===== src/rtl/core/mwdiv_pkg.sv =====
// Package: widths, item types and controller state for the multiword divider.
package mwdiv_pkg;
  localparam int unsigned Words = 4;
  localparam int unsigned WordW = 32;
  localparam int unsigned WideW = Words * WordW;
  localparam int unsigned IdxW = (Words > 1) ? $clog2(Words) : 1;
  localparam int unsigned BitW = $clog2(WideW);

  typedef struct packed {
    logic [WordW-1:0] dividend_word;
    logic [WordW-1:0] divisor_word;
  } in_item_t;

  typedef struct packed {
    logic [WordW-1:0] quotient_word;
    logic [WordW-1:0] remainder_word;
    logic             status;
    logic             last_word;
  } out_item_t;

  typedef enum logic [3:0] {
    StLoad = 4'b0001,
    StInit = 4'b0010,
    StCalc = 4'b0100,
    StEmit = 4'b1000
  } state_e;

  typedef struct packed {
    logic load;
    logic init;
    logic step;
  } dp_cmd_t;

  typedef struct packed {
    logic div_zero;
  } dp_sts_t;
endpackage


===== src/rtl/core/multiword_unsigned_divider.sv =====
// Top level: multiword unsigned divider, one bit of quotient per cycle.
// Takes Words item pairs (least significant word first), then runs a restoring
// division over the Words*32-bit operands, starting with an init step after the
// last item, one quotient bit per clock in a single shared subtractor, then
// emits Words results, one per cycle when not stalled. Input stall is high
// from the last item until the final result is taken; a zero divisor sets
// status and zeroes both result words.
module multiword_unsigned_divider import mwdiv_pkg::*; (
  input  logic      clk_i,
  input  logic      rst_ni,
  input  logic      in_valid_i,
  output logic      in_stall_o,
  input  in_item_t  in_data_i,
  output logic      out_valid_o,
  input  logic      out_stall_i,
  output out_item_t out_data_o
);
  logic            in_ready, in_fire, out_fire, out_last;
  logic [IdxW-1:0] sel;
  dp_cmd_t         cmd;
  dp_sts_t         sts;
  logic [WordW-1:0] quot, rem;

  assign in_stall_o = !in_ready;
  assign in_fire    = in_valid_i && in_ready;
  assign out_fire   = out_valid_o && !out_stall_i;

  mwdiv_ctrl u_ctrl (
    .clk_i, .rst_ni,
    .in_fire_i(in_fire), .out_fire_i(out_fire), .in_ready_o(in_ready),
    .out_valid_o, .out_last_o(out_last), .sel_o(sel), .cmd_o(cmd)
  );

  mwdiv_datapath u_dp (
    .clk_i, .rst_ni, .cmd_i(cmd), .in_i(in_data_i), .sel_i(sel),
    .sts_o(sts), .quot_o(quot), .rem_o(rem)
  );

  assign out_data_o.quotient_word  = quot;
  assign out_data_o.remainder_word = rem;
  assign out_data_o.status         = sts.div_zero;
  assign out_data_o.last_word      = out_last;
endmodule


===== src/rtl/core/mwdiv_datapath.sv =====
// Datapath: operand shift registers, restoring divide step, result words.
module mwdiv_datapath import mwdiv_pkg::*; (
  input  logic             clk_i,
  input  logic             rst_ni,
  input  dp_cmd_t          cmd_i,
  input  in_item_t         in_i,
  input  logic [IdxW-1:0]  sel_i,
  output dp_sts_t          sts_o,
  output logic [WordW-1:0] quot_o,
  output logic [WordW-1:0] rem_o
);
  logic [WideW-1:0] dvd_q, dvd_d, dvs_q, dvs_d, rem_q, rem_d;
  logic             zero_q, zero_d;
  logic [WideW:0]   shifted, diff;

  assign shifted = {rem_q, dvd_q[WideW-1]};
  assign diff    = shifted - {1'b0, dvs_q};

  always_comb begin
    dvd_d  = dvd_q;
    dvs_d  = dvs_q;
    rem_d  = rem_q;
    zero_d = zero_q;
    if (cmd_i.load) begin
      dvd_d = {in_i.dividend_word, dvd_q[WideW-1:WordW]};
      dvs_d = {in_i.divisor_word, dvs_q[WideW-1:WordW]};
    end else if (cmd_i.init) begin
      rem_d  = '0;
      zero_d = (dvs_q == '0);
    end else if (cmd_i.step) begin
      if (!diff[WideW]) begin
        rem_d = diff[WideW-1:0];
      end else begin
        rem_d = shifted[WideW-1:0];
      end
      dvd_d = {dvd_q[WideW-2:0], ~diff[WideW]};
    end
  end

  always_ff @(posedge clk_i or negedge rst_ni) begin
    if (!rst_ni) begin
      zero_q <= 1'b0;
    end else begin
      zero_q <= zero_d;
    end
  end

  always_ff @(posedge clk_i) begin
    dvd_q <= dvd_d;
    dvs_q <= dvs_d;
    rem_q <= rem_d;
  end

  assign sts_o.div_zero = zero_q;
  assign quot_o = zero_q ? '0 : dvd_q[sel_i*WordW +: WordW];
  assign rem_o  = zero_q ? '0 : rem_q[sel_i*WordW +: WordW];
endmodule


===== src/rtl/core/mwdiv_ctrl.sv =====
// Controller: sequences load, divide and emit phases.
module mwdiv_ctrl import mwdiv_pkg::*; (
  input  logic            clk_i,
  input  logic            rst_ni,
  input  logic            in_fire_i,
  input  logic            out_fire_i,
  output logic            in_ready_o,
  output logic            out_valid_o,
  output logic            out_last_o,
  output logic [IdxW-1:0] sel_o,
  output dp_cmd_t         cmd_o
);
  state_e          state_q, state_d;
  logic [IdxW-1:0] cnt_q, cnt_d;
  logic [BitW-1:0] bit_q, bit_d;

  assign in_ready_o  = (state_q == StLoad);
  assign out_valid_o = (state_q == StEmit);
  assign out_last_o  = (cnt_q == IdxW'(Words - 1));
  assign sel_o       = cnt_q;

  always_comb begin
    state_d  = state_q;
    cnt_d    = cnt_q;
    bit_d    = bit_q;
    cmd_o    = '0;
    unique case (state_q)
      StLoad: begin
        if (in_fire_i) begin
          cmd_o.load = 1'b1;
          if (cnt_q == IdxW'(Words - 1)) begin
            cnt_d   = '0;
            state_d = StInit;
          end else begin
            cnt_d = cnt_q + 1'b1;
          end
        end
      end
      StInit: begin
        cmd_o.init = 1'b1;
        bit_d      = '0;
        state_d    = StCalc;
      end
      StCalc: begin
        cmd_o.step = 1'b1;
        bit_d      = bit_q + 1'b1;
        if (bit_q == BitW'(WideW - 1)) begin
          state_d = StEmit;
        end
      end
      StEmit: begin
        if (out_fire_i) begin
          if (cnt_q == IdxW'(Words - 1)) begin
            cnt_d   = '0;
            state_d = StLoad;
          end else begin
            cnt_d = cnt_q + 1'b1;
          end
        end
      end
      default: state_d = StLoad;
    endcase
  end

  always_ff @(posedge clk_i or negedge rst_ni) begin
    if (!rst_ni) begin
      state_q <= StLoad;
      cnt_q   <= '0;
      bit_q   <= '0;
    end else begin
      state_q <= state_d;
      cnt_q   <= cnt_d;
      bit_q   <= bit_d;
    end
  end
endmodule

===== config.mk =====
export PLATFORM = sky130hd
export DESIGN_NAME = multiword_unsigned_divider
export DESIGN_NICKNAME = d
export VERILOG_FILES = /design/src/rtl/core/mwdiv_pkg.sv /design/src/rtl/core/multiword_unsigned_divider.sv /design/src/rtl/core/mwdiv_datapath.sv /design/src/rtl/core/mwdiv_ctrl.sv
export SDC_FILE = /design/constraint.sdc
export NUM_CORES = 1
export LEC_CHECK = 0
export ABC_AREA = 0
export BUFFER_PORTS_ARGS = -buffer_cell sky130_fd_sc_hd__buf_4
export CAP_MARGIN = 25
export CORE_UTILIZATION = 55
export DETAILED_ROUTE_END_ITERATION = 8
export PLACE_DENSITY_LB_ADDON = 0.08
export SLEW_MARGIN = 20
export SYNTH_ARGS = -nofsm -noshare
export SYNTH_HDL_FRONTEND = slang
export SYNTH_SLANG_ARGS = --single-unit
export TNS_END_PERCENT = 20

===== constraint.sdc =====
create_clock -name clk_i -period 5.3 [get_ports clk_i]
set_input_delay 0.53 -clock clk_i [delete_from_list [all_inputs] [get_ports clk_i]]
set_output_delay 0.53 -clock clk_i [all_outputs]
set_load 0.01 [all_outputs]

==> results.md <==
- Clock Sink Count: 398
- Die height: 224 microns
- Grt ovf: 0
- Starting Density: 56.2%
- Pin count of the biggest net entering global routing: 90
- CP Capture Type: flop
- Worst hold-check path type: in -> reg
- Post-synth EDFFs: 384
- Power Density: 755 mW/mm^2
- Final ANT Viol Nets: 0
- Post-Place Worst Slack: 0.296 ns
- Power, Total: 22.8 mW
- Top-count cell post-synth: nand2_1
- Final min period: 5.09 ns
- Worst-margin pin slew: 1.07 ns
- Post-route non-filler standard cell count: 3,733
- Global-route wire length before repair: 147,000 microns
- Post-synthesis sequential area ratio: 44.0%
- Ports: 136
- Final Cycle Share: 96.1%
- Residual DRC: 0
- Mean post-synth cell area: 9.01 sq um
- IO buf count: 135
- Clock buffer depth: 3
- Worst reg2reg path depth: 15
- Clk_lat worst skew: 0.60 ns
- Die Footprint: 0.0500 sq mm
- Hold path endpoint: u_dp.dvs_q[106]$_DFFE_PP_
- CTS tree: yes
- Max cap viols: 0
- CTS Buf Count: 45
- Routed WL per cell: 26.8 microns
- Reg-to-reg slack, setup: 0.21 ns
- Library cells used by synthesis: 83
- CP cell instances: inv_1 -> ha_1 -> fa_1 -> nor2b_1 -> o31a_1 -> o21ai_0 -> a311oi_1 -> o2111ai_1 -> nor4_1 -> buf_4 -> o211ai_1 -> a211o_1 -> a211oi_1 -> or4_1 -> nand3_1
- Die W: 224 microns
- WP buf/inv: 2
- Status: finished clean
- Final setup viols: 0
- F_max: 196 MHz
- Syn nets: 3,196
- Cell count after synthesis: 2,997
- Slowest CP cell: a311oi_1
- Via count: 24,500
- Clock skew: 0.0213 ns
- DP HPWL: 76,700 microns
- Initial antenna violation count: 4
- Layout area overhead: 11.5%
- Largest delay contributor family on the critical path: compound AO/OA/AOI/OAI gates
- CP Launch Type: flop
- Arrival time at the worst endpoint: 5.43 ns
- Static leakage: 12.2 nW
- Vias in the first global route: 23,600
- FF-to-FF End: u_dp.rem_q[114]$_SDFFCE_PP0P_
- Synthesis Warnings: 0
- Synth Flop Type: edfxtp_1
- Final hold vios: 0
- WL final: 100,000 microns
- H-tree depth: 2
- Largest area contributor in the netlist: edfxtp_1
- Critical R2R Launch: u_dp.dvd_q[127]$_DFFE_PP_
- Peak VDD IR: 0.953 mV
- DR pass1 iterations: 6
- Fillers: 4,023
- Inst Count DP: 3,647
- Clk Tree Root Cell: clkbuf_16
- Clk slew on worst S/H paths: 0.06 ns
- Synth Register Bits: 398
- Post-route setup slack: 0.207 ns
- Core area: 0.0480 sq mm
- Synth Cell Area: 0.0270 sq mm
- Placed cell area: 0.0287 sq mm
- GR Util All Layers: 39.8%
- Fin area: 0.0301 sq mm
- CP peak stage delay: 0.71 ns
- Crit path required time: 5.64 ns
- Synth top area cells: edfxtp_1 43%, nand2_1 11%, ha_1 6.0%
- Max FO, Critical Path: 4
- Hold depth: 1
- Final Slew Violations: 0
- Top post-synthesis cells by count: 779 x nand2_1, 384 x edfxtp_1, 311 x a21oi_1, 172 x inv_1, 147 x nor2_1
- Gpl congestion: 1.04
- Share of cells above drive strength 1: 11.1%
- Critical path type: reg -> reg
- RSZ-0062 raised after global routing: false
- Rel. slew slack: 28.8%
- Row count: 80
- Vias/cell: 6.57
- Ys async rst share: 3.52%
- Setup TNS: 0 ns
- Top-area cell type share of the netlist area: 42.7%
- HP Start: in_data_i[10]
- Fin nets: 3,279
- Starting DRT DRC Count: 2,957
## flip-flops by register name, indices dropped and copies added (netlist names)
name / flops
u_ctrl.state_q: 4
u_ctrl.bit_q: 7
u_dp.rem_q: 128
u_dp.sts_o: 1
u_dp.dvd_q: 128
u_dp.dvs_q: 128
u_ctrl.sel_o: 2
## cell type report
class | count | area, sq um | area share (%)
multi-input combinational | 2281 | 13900 | 46.2
sequential | 398 | 11900 | 39.5
timing repair buffer | 182 | 1440 | 4.78
clock buffer | 49 | 1160 | 3.86
tap | 615 | 769 | 2.55
inverter | 172 | 658 | 2.18
clock inverter | 34 | 272 | 0.901
antenna | 2 | 5.00 | 0.0166
## report_power, final
| group | switching [mW] | total (mW) | leakage, nW | internal [mW] |
|---|---|---|---|---|
| logic | 7.88 | 12.7 | 7.73 | 4.85 |
| clock network | 1.36 | 3.09 | 0.689 | 1.74 |
| registers | 1.42 | 6.93 | 3.76 | 5.51 |
## kinds of logic (layout without fill, tap and decap cells)
family                     count (synthesis)  count (layout)  share of synthesized area [%]
DFF                                      398             398                           44.0
adders and majority gates                131             131                           6.09
and+or+nand+nor                         1280            1280                           21.0
buffers and inverters                    318             437                           4.60
AOI/OAI and AO/OA                        695             695                           15.3
other                                      0               2                              0
xor gates and xnor gates                 101             101                           3.27
muxes                                     74              74                           5.71
## worst max path at each step
stage	startpoint	to	slack, ns	depth (start not counted)
floorplan	u_ctrl.state_q[0]$_DFFE_PN1P_	u_dp.dvd_q[0]$_DFFE_PP_	0.55	5
global placement	u_dp.dvd_q[127]$_DFFE_PP_	u_dp.rem_q[126]$_SDFFCE_PP0P_	0.34	14
detailed placement	u_dp.dvd_q[127]$_DFFE_PP_	u_dp.rem_q[126]$_SDFFCE_PP0P_	0.30	14
CTS	u_dp.dvd_q[127]$_DFFE_PP_	u_dp.rem_q[126]$_SDFFCE_PP0P_	0.24	14
global route	u_dp.dvd_q[127]$_DFFE_PP_	u_dp.rem_q[114]$_SDFFCE_PP0P_	0.08	15
finish	u_dp.dvd_q[127]$_DFFE_PP_	u_dp.rem_q[114]$_SDFFCE_PP0P_	0.21	15
## through the flow
stage / util [%] / hold slack (ns)
final: 62.7 / 0.111
after CTS: 62.7 / 0.0913
after global routing: 62.7 / 0.101
after global placement: 59.7 / 0.384
after detailed placement: 59.7 / 0.387
after floorplan: - / 0.234
## cells in the final DEF (no fill, tap or decap), types with 64 or more instances in the layout
cell and count:
buf_4 174, a21oi_1 311, edfxtp_1 384, mux4_2 64, nand4_1 67, o21ai_0 145, inv_1 170, nor2b_1 71
nand2_1 777, ha_1 130, nor2_1 147
## worst register-to-register path, cell delays in order, from the launching register on
cell,delay [ns]
edfxtp_1,0.39
inv_1,0.11
ha_1,0.24
fa_1,0.43
nor2b_1,0.17
o31a_1,0.33
o21ai_0,0.19
a311oi_1,0.71
o2111ai_1,0.41
nor4_1,0.37
buf_4,0.20
o211ai_1,0.22
a211o_1,0.45
a211oi_1,0.41
or4_1,0.17
nand3_1,0.07
## layer usage
layer  GRT usage [%]  vias to the layer above  share of wire (%)  routed length, microns
met5               0                        -              0.034                      34
met3            6.94                      287                 10                   10100
li1                -                    10900                  -                       -
met1            52.1                    11800                 38                   38100
met2            62.9                     1468                 46                   45900
met4            22.0                        4                5.9                    5920
## timing repair
action	4_1_cts	5_1_grt
buffers inserted	0	0
hold endpoints to repair	14	0
endpoints found under the setup margin	0	1
hold buffers	1	0
resized for setup	0	1
Note: power is estimated with default switching activity, not from simulation.
